==> src/assert_macros.svh <==
// assertion helpers
`ifndef ASSERT_MACROS_SVH
`define ASSERT_MACROS_SVH

`define ASSERT_IMPL(lbl, clk, rstn, prop) \
  lbl: assert property (@(posedge clk) disable iff (!rstn) (prop)) \
    else $error("assertion failed");

`define ASSERT_NEXT(lbl, clk, rstn, ante, cons) \
  lbl: assert property (@(posedge clk) disable iff (!rstn) (ante) |=> (cons)) \
    else $error("assertion failed");

`endif

==> src/igli_pkg.sv <==
`default_nettype none
package igli_pkg;
  localparam int unsigned MaxKnots = 256;
  localparam int unsigned IdxW = $clog2(MaxKnots);
  localparam int unsigned CntW = IdxW + 1;

  localparam logic OpLoad  = 1'b0;
  localparam logic OpQuery = 1'b1;

  localparam logic [1:0] RegInside = 2'd0;
  localparam logic [1:0] RegBelow  = 2'd1;
  localparam logic [1:0] RegAbove  = 2'd2;

  typedef struct packed {
    logic               operation;
    logic [7:0]         knot_index;
    logic signed [31:0] abscissa;
    logic signed [31:0] ordinate;
  } req_t;

  typedef struct packed {
    logic signed [31:0] interpolated;
    logic [1:0]         region;
  } rsp_t;

  typedef enum logic [2:0] {
    StIdle, StRead, StCmp, StMul, StDiv, StDone
  } state_e;

  typedef struct packed {
    logic       load;      // write the request into the table
    logic       capture;   // latch query and reset scan index
    logic       rd;        // issue memory read at scan index
    logic       cmp;       // compare read data, step scan
    logic       mul_start;
    logic       div_step;
    logic       finish;    // form result into output register
  } cmd_t;

  typedef struct packed {
    logic found;    // current knot exceeds query
    logic last;     // scan index is the last knot
    logic first;    // scan index is zero
    logic div_done;
  } sts_t;
endpackage
`default_nettype wire

==> src/igli_ctrl.sv <==
`default_nettype none
`include "assert_macros.svh"
module igli_ctrl (
  input  wire logic          clk_i,
  input  wire logic          rst_ni,
  input  wire logic          start_i,
  input  wire logic          op_i,
  input  wire logic          out_free_i,
  input  wire igli_pkg::sts_t sts_i,
  output igli_pkg::cmd_t     cmd_o,
  output logic               busy_o
);
  igli_pkg::state_e state_q, state_d;

  always_ff @(posedge clk_i or negedge rst_ni) begin
    if (!rst_ni) begin
      state_q <= igli_pkg::StIdle;
    end else begin
      state_q <= state_d;
    end
  end

  always_comb begin
    state_d = state_q;
    unique case (state_q)
      igli_pkg::StIdle: begin
        if (start_i && op_i == igli_pkg::OpQuery) state_d = igli_pkg::StRead;
      end
      igli_pkg::StRead: state_d = igli_pkg::StCmp;
      igli_pkg::StCmp: begin
        if (sts_i.found && sts_i.first) state_d = igli_pkg::StDone;
        else if (sts_i.found) state_d = igli_pkg::StMul;
        else if (sts_i.last) state_d = igli_pkg::StDone;
        else state_d = igli_pkg::StRead;
      end
      igli_pkg::StMul: state_d = igli_pkg::StDiv;
      igli_pkg::StDiv: begin
        if (sts_i.div_done) state_d = igli_pkg::StDone;
      end
      igli_pkg::StDone: begin
        if (out_free_i) state_d = igli_pkg::StIdle;
      end
      default: state_d = igli_pkg::StIdle;
    endcase
  end

  always_comb begin
    cmd_o = '0;
    busy_o = 1'b1;
    unique case (state_q)
      igli_pkg::StIdle: begin
        busy_o = 1'b0;
        cmd_o.load = start_i && op_i == igli_pkg::OpLoad;
        cmd_o.capture = start_i && op_i == igli_pkg::OpQuery;
      end
      igli_pkg::StRead: cmd_o.rd = 1'b1;
      igli_pkg::StCmp: cmd_o.cmp = 1'b1;
      igli_pkg::StMul: cmd_o.mul_start = 1'b1;
      igli_pkg::StDiv: cmd_o.div_step = 1'b1;
      igli_pkg::StDone: cmd_o.finish = out_free_i;
      default: cmd_o = '0;
    endcase
  end

  `ASSERT_NEXT(a_rd_then_cmp, clk_i, rst_ni, state_q == igli_pkg::StRead,
    state_q == igli_pkg::StCmp)
  `ASSERT_IMPL(a_idle_not_busy, clk_i, rst_ni, (state_q == igli_pkg::StIdle) == !busy_o)
  `ASSERT_NEXT(a_finish_idle, clk_i, rst_ni, cmd_o.finish, state_q == igli_pkg::StIdle)
endmodule
`default_nettype wire

==> config.mk <==
export PLATFORM = sky130hd
export DESIGN_NAME = igli_ctrl
export DESIGN_NICKNAME = d
export VERILOG_FILES = /design/src/igli_pkg.sv /design/src/igli_ctrl.sv
export VERILOG_INCLUDE_DIRS = /design/src /design/src/src
export SDC_FILE = /design/constraint.sdc
export NUM_CORES = 1
export LEC_CHECK = 0
export BUFFER_PORTS_ARGS = -buffer_cell sky130_fd_sc_hd__buf_4
export CORE_AREA = 10 10 47 49
export CTS_CLUSTER_DIAMETER = 80
export DETAILED_ROUTE_END_ITERATION = 16
export DIE_AREA = 0 0 57 59
export HOLD_SLACK_MARGIN = 0.03
export PLACE_DENSITY = 0.4
export SKIP_LAST_GASP = 1
export SLEW_MARGIN = 10
export SYNTH_ARGS = -nofsm -noshare
export SYNTH_HDL_FRONTEND = slang
export SYNTH_SLANG_ARGS = --single-unit
==> constraint.sdc <==
create_clock -name clk_i -period 2 [get_ports clk_i]
set_clock_uncertainty 0.05 [all_clocks]
set_input_delay 0.4 -clock clk_i [delete_from_list [all_inputs] [get_ports clk_i]]
set_output_delay 0.4 -clock clk_i [all_outputs]
set_load 0.02 [all_outputs]
==> results.yml, run 1 <==
clock_tree:
  clk_latency_ps: 230
  numClockSinks: 3
  cts.clk_slew.worst_paths_ps: 40
  cts_tree: "built"
  cts_setup_buffers: 0
  cts_max_path_buffers: 2
  cts_buffers: 3
  cts_max_level: 1
  cts_hold_buf: 1
  cts_resized: 0
  root_buffer: "clkbuf_4"
finish:
  largest_register: "state_q"
  fin_area_um2: 407
  nNetsFinal: 58
  area.growth.synth_to_final_pct: 65.0
  final_cell_mix: "buf_4, nor2_1, nand2_1"
  antennaDiodeCount: 0
  final_common_cell: "buf_4"
  largest_register_ffs: 3
  final_cells: 64
  postLayoutCoreUtil_pct: 29.0
  layout-drive-gt1-share_pct: 47.9
  reg_top3: "state_q: 3 flops"
floorplanning:
  die_y_um: 59
  fp-row-count: 14
  die-width_um: 57
  pin_count: 17
  start_util_pct: 17.6
  core_um2: 1400
  dieArea_um2: 3360
worst_setup_path:
  timing.rr.end: "state_q[0]$_DFFE_PN0P_"
  crit_arrival_ps: 1290
  reg2reg_from: "state_q[0]$_DFFE_PN0P_"
  startpoint_type: "register"
  crit_required_ps: 1550
  reg2reg_depth: 3
  crit_path_end_kind: "output port"
  path_class: "register to output port"
  rrSetupSlack_ps: 930
  path_max_fanout: 10
yosys:
  syn-cell-area_um2: 246
  avgSynthCellArea_um2: 8.50
  synth_top_cell_area_share_pct: 30.5
  synthCells: 29
  synth_top_area_cell: "dfrtp_1"
  ys_seq_area_share_pct: 30.5
  synth.distinct_cells: 17
  syn_nets: 38
  synthTopCellsByArea: "dfrtp_1, o32ai_2, mux2_4"
  ys_warn_count: 0
  synth_seq_cells: 3
pwr:
  p_leak_nw: 0.203
  swShare_pct: 45.4
  irDropWorstVdd_v: 0.000418
  clockPowerShare_pct: 19.8
  power_frac_comb_pct: 52.1
  p_int_mw: 0.292
  cellPowerDensity_nw_per_um2: 1320
  p_seq_share_pct: 28.1
  p_switching_mw: 0.244
detailed_routing:
  ant_nets: 0
  wl_per_cell_um: 12.2
  viasPerCell: 4.28
  drt_wl_total_um: 779
  drtIter0Drc: 0
  vias: 274
  dr.pass1.iters: 1
  drcViolationCount: 0
min_path:
  min_from: "sts_i[1]"
  min_path_cells: 3
  hold_end: "state_q[1]$_DFFE_PN0P_"
  holdCritPathClass: "input pin to register"
place:
  dpl.hpwl_um: 625
  port_buffers: 16
  routabilityCongestion: 0.725
  placed_cells: 59
  dpl_cell_area_um2: 370
sta:
  drv_slew: 0
  worst_pin_slew_ps: 341
  post-route-period-util_pct: 87.1
  fin_setup_tns_ps: 0
  hold_viol_final: 0
  max_freq_mhz: 574
  setup_viol: 0
  slew_headroom_pct: 77.3
  fin_crit_ps: 1740
  hold_slack_ps: 421
  grt_setup_unrepaired: "no"
global_route:
  grt_pass1_wl_um: 1410
  grt_pass1_vias: 348
  antenna_found_initial: 0
  grt_use_total_pct: 5.31
  grt_max_degree: 11
  grt.overflow.total: 0
outcome:
  status: "complete, no violations"
run:
  maxCapViolCount: 0
[metal layers]
metal	track usage [%]	wire length (um)	up-vias
li1	-	-	138
met1	4.85	296	125
met2	8.99	426	9
met3	1.29	32	2
met4	6.04	23	0
met5	0	0	-
[area by class of cell]
| type | count | area (um^2) |
|---|---|---|
| Sequential cell | 3 | 75.1 |
| Timing Repair Buffer | 17 | 130 |
| Clock buffer | 4 | 26.3 |
| Tap cell | 16 | 20.0 |
| Inverter | 2 | 7.51 |
| Multi-Input combinational cell | 22 | 148 |
| Fill cell | 167 | 995 |
[power by group through the flow]
stage / sequential [mW] / clock (mW) / combinational, mW
3_5_place_dp: 0.151 / 0 / 0.283
2_1_floorplan: 0.102 / 0 / 0.233
3_3_place_gp: 0.147 / 0 / 0.282
5_1_grt: 0.161 / 0.117 / 0.306
6_report: 0.151 / 0.106 / 0.279
4_1_cts: 0.151 / 0.114 / 0.285
[stage by stage]
stage	setup WS (ps)	total power, mW
2_1_floorplan	523	0.335
3_3_place_gp	538	0.428
3_5_place_dp	500	0.434
4_1_cts	243	0.550
5_1_grt	157	0.585
6_report	258	0.536
[critical path, stage by stage, from the launching register on]
cell,delay (ps)
dfrtp_1,490
nor3_2,250
nand2_1,80
nor2_1,90
buf_4,150
[synth_stat cells]
| cell type | number |
|---|---|
| a21oi_1 | 2 |
| and3_1 | 2 |
| buf_2 | 1 |
| buf_6 | 1 |
| dfrtp_1 | 3 |
| inv_1 | 2 |
| mux2_4 | 1 |
| nand2_1 | 4 |
| nand2b_1 | 2 |
| nand4bb_1 | 1 |
| nor2_1 | 4 |
| nor3_2 | 1 |
| nor3b_1 | 1 |
| o211ai_2 | 1 |
| o21ai_0 | 1 |
| o21ai_1 | 1 |
| o32ai_2 | 1 |
[how the worst max path moves through the flow]
stage,from,end,cells past startpoint
after global placement,state_q[0]$_DFFE_PN0P_,cmd_o[5],3
after floorplan,state_q[0]$_DFFE_PN0P_,cmd_o[3],2
after detailed placement,state_q[0]$_DFFE_PN0P_,cmd_o[6],4
after global routing,state_q[0]$_DFFE_PN0P_,cmd_o[5],3
final,state_q[0]$_DFFE_PN0P_,cmd_o[6],4
after CTS,state_q[0]$_DFFE_PN0P_,cmd_o[6],4
[kinds of logic (layout without fill, tap and decap cells)]
| kind of cell | count (synthesis) | count (layout) | share of synthesized area, % |
|---|---|---|---|
| muxes | 1 | 1 | 6.09 |
| AOI/OAI and AO/OA | 6 | 6 | 19.8 |
| buffers and inverters | 4 | 23 | 9.64 |
| DFF | 3 | 3 | 30.5 |
| and+or+nand+nor | 15 | 15 | 34.0 |
No activity file was read; power rests on OpenSTA's default activity.
==> inputs of run 2 (changes only) <==
--- a/config.mk
+++ b/config.mk
@@ -7,12 +7,14 @@
 export NUM_CORES = 1
 export LEC_CHECK = 0
 export BUFFER_PORTS_ARGS = -buffer_cell sky130_fd_sc_hd__buf_4
+export CELL_PAD_IN_SITES_DETAIL_PLACEMENT = 1
+export CELL_PAD_IN_SITES_GLOBAL_PLACEMENT = 1
 export CORE_AREA = 10 10 47 49
 export CTS_CLUSTER_DIAMETER = 80
 export DETAILED_ROUTE_END_ITERATION = 16
 export DIE_AREA = 0 0 57 59
 export HOLD_SLACK_MARGIN = 0.03
-export PLACE_DENSITY = 0.4
+export PLACE_DENSITY = 0.55
 export SKIP_LAST_GASP = 1
 export SLEW_MARGIN = 10
 export SYNTH_ARGS = -nofsm -noshare
==> run 2 against run 1 <==
  * Via count up 1.5%
  * Sequential cell count unchanged
  * Wire length grew 6.4%
  * Register-to-register slack hardly changed
  * Total power increased by 0.12%
  * Critical path depth shrank 1
  * Maximum frequency is 0.88% higher
  * Hold slack got worse by 3.4 ps
  * First-iteration DRC count increased by 2
  * Critical endpoint is now cmd_o[5]
  * Highest routed layer is now met3
==> results.yml, run 2 (synthesis results as in run 1) <==
sta:
  fin_crit_ps: 1730
  drv_slew: 0
  hold_viol_final: 0
  slew_headroom_pct: 78.1
  setup_viol: 0
  fin_setup_tns_ps: 0
  post-route-period-util_pct: 86.3
  setup_ws_ps: 273
  worst_pin_slew_ps: 328
  grt_setup_unrepaired: "no"
  hold_slack_ps: 418
  max_freq_mhz: 579
finish:
  nFillCells: 184
  register_area_um2: 75.1
  multi_input_area_um2: 148
  antennaDiodeCount: 0
  largest_register: "state_q"
  layout-drive-gt1-share_pct: 47.9
  area.growth.synth_to_final_pct: 65.0
  final_common_cell: "buf_4"
  nNetsFinal: 58
  largest_register_ffs: 3
  reg_top3: "state_q: 3 flops"
  final_cell_mix: "buf_4, nor2_1, nand2_1"
  fin_area_um2: 407
min_path:
  holdCritPathClass: "input pin to register"
  min_path_cells: 4
  min_from: "out_free_i"
  hold_end: "state_q[2]$_DFFE_PN0P_"
clock_tree:
  numClockSinks: 3
  cts_max_level: 1
  cts_max_path_buffers: 2
  cts_tree: "built"
  cts_buffers: 3
  cts_setup_buffers: 0
  root_buffer: "clkbuf_4"
  cts_resized: 0
  cts.clk_slew.worst_paths_ps: 40
  cts_hold_buf: 1
  clk_latency_ps: 230
floorplanning:
  core_um2: 1400
  pin_count: 17
  dieArea_um2: 3360
  fp-row-count: 14
  die-width_um: 57
  start_util_pct: 17.6
  die_y_um: 59
pwr:
  p_int_mw: 0.292
  p_seq_share_pct: 27.8
  p_leak_nw: 0.203
  swShare_pct: 45.5
  power_frac_comb_pct: 52.5
  irDropWorstVdd_v: 0.000329
  p_switching_mw: 0.244
  clockPowerShare_pct: 19.7
  cellPowerDensity_nw_per_um2: 1320
global_route:
  grt_use_total_pct: 5.16
  antenna_found_initial: 0
  grt_max_degree: 11
  grt.overflow.total: 0
  grt_pass1_wl_um: 1370
  grt_pass1_vias: 343
run:
  maxCapViolCount: 0
detailed_routing:
  viasPerCell: 4.34
  dr.pass1.iters: 4
  wl_met2_um: 404
  ant_nets: 0
  vias: 278
  wl_per_cell_um: 13.0
  drt_wl_total_um: 829
  top_layer: "met3"
  drcViolationCount: 0
  wl_met1_um: 317
  drtIter0Drc: 2
  dr_wl_met3_um: 107
outcome:
  status: "complete, no violations"
worst_setup_path:
  rrSetupSlack_ps: 920
  crit_arrival_ps: 1280
  path_class: "register to output port"
  crit_required_ps: 1550
  startpoint_type: "register"
  reg2reg_from: "state_q[0]$_DFFE_PN0P_"
  startpoint: "state_q[1]$_DFFE_PN0P_"
  crit_path_end_kind: "output port"
  timing.rr.end: "state_q[0]$_DFFE_PN0P_"
  reg2reg_depth: 3
  path_max_fanout: 9
place:
  routabilityCongestion: 0.678
  port_buffers: 16
  place_ws_ps: 499
  dpl_cell_area_um2: 370
## run 2: cell counts in the layout (fill, tap and decap cells not counted)
Identical to the previous run, type by type.
## run 2: per-layer routing
metal,track usage [%],up-vias
met5,0,-
met4,5.03,0
met3,3.43,0
met2,7.44,15
met1,4.78,127
li1,-,136
## run 2: area by class of cell
class                   count  share of cell area (%)
multi-input cells          22                    36.3
flip-flops and latches      3                    18.5
repair buffers             17                    32.0
well taps                  16                    4.92
clock buffers               4                    6.46
inverters                   2                    1.85
## run 2: worst max-delay path by stage
stage / to / slack (ps) / cells past startpoint
floorplan: cmd_o[3] / 520 / 2
global placement: cmd_o[5] / 520 / 3
detailed placement: cmd_o[5] / 500 / 3
CTS: cmd_o[5] / 250 / 3
global route: cmd_o[6] / 160 / 4
finish: cmd_o[5] / 270 / 3
## run 2: critical path, stage by stage, from the launching register on
cell and delay (ps):
dfrtp_1 470, nor3_2 260, and3_1 180, buf_4 140
## run 2: power groups by stage
stage	logic (mW)	registers, mW	clock network (mW)
finish	0.282	0.149	0.106
CTS	0.290	0.153	0.110
global route	0.312	0.158	0.118
floorplan	0.233	0.102	0
detailed placement	0.283	0.152	0
global placement	0.283	0.153	0
## run 2: metrics by stage
step	total power [mW]	instances	utilization, %
finish	0.537	64	29.0
global route	0.588	64	29.0
CTS	0.553	64	29.0
detailed placement	0.435	59	26.4
global placement	0.435	59	26.4
floorplan	0.335	29	-
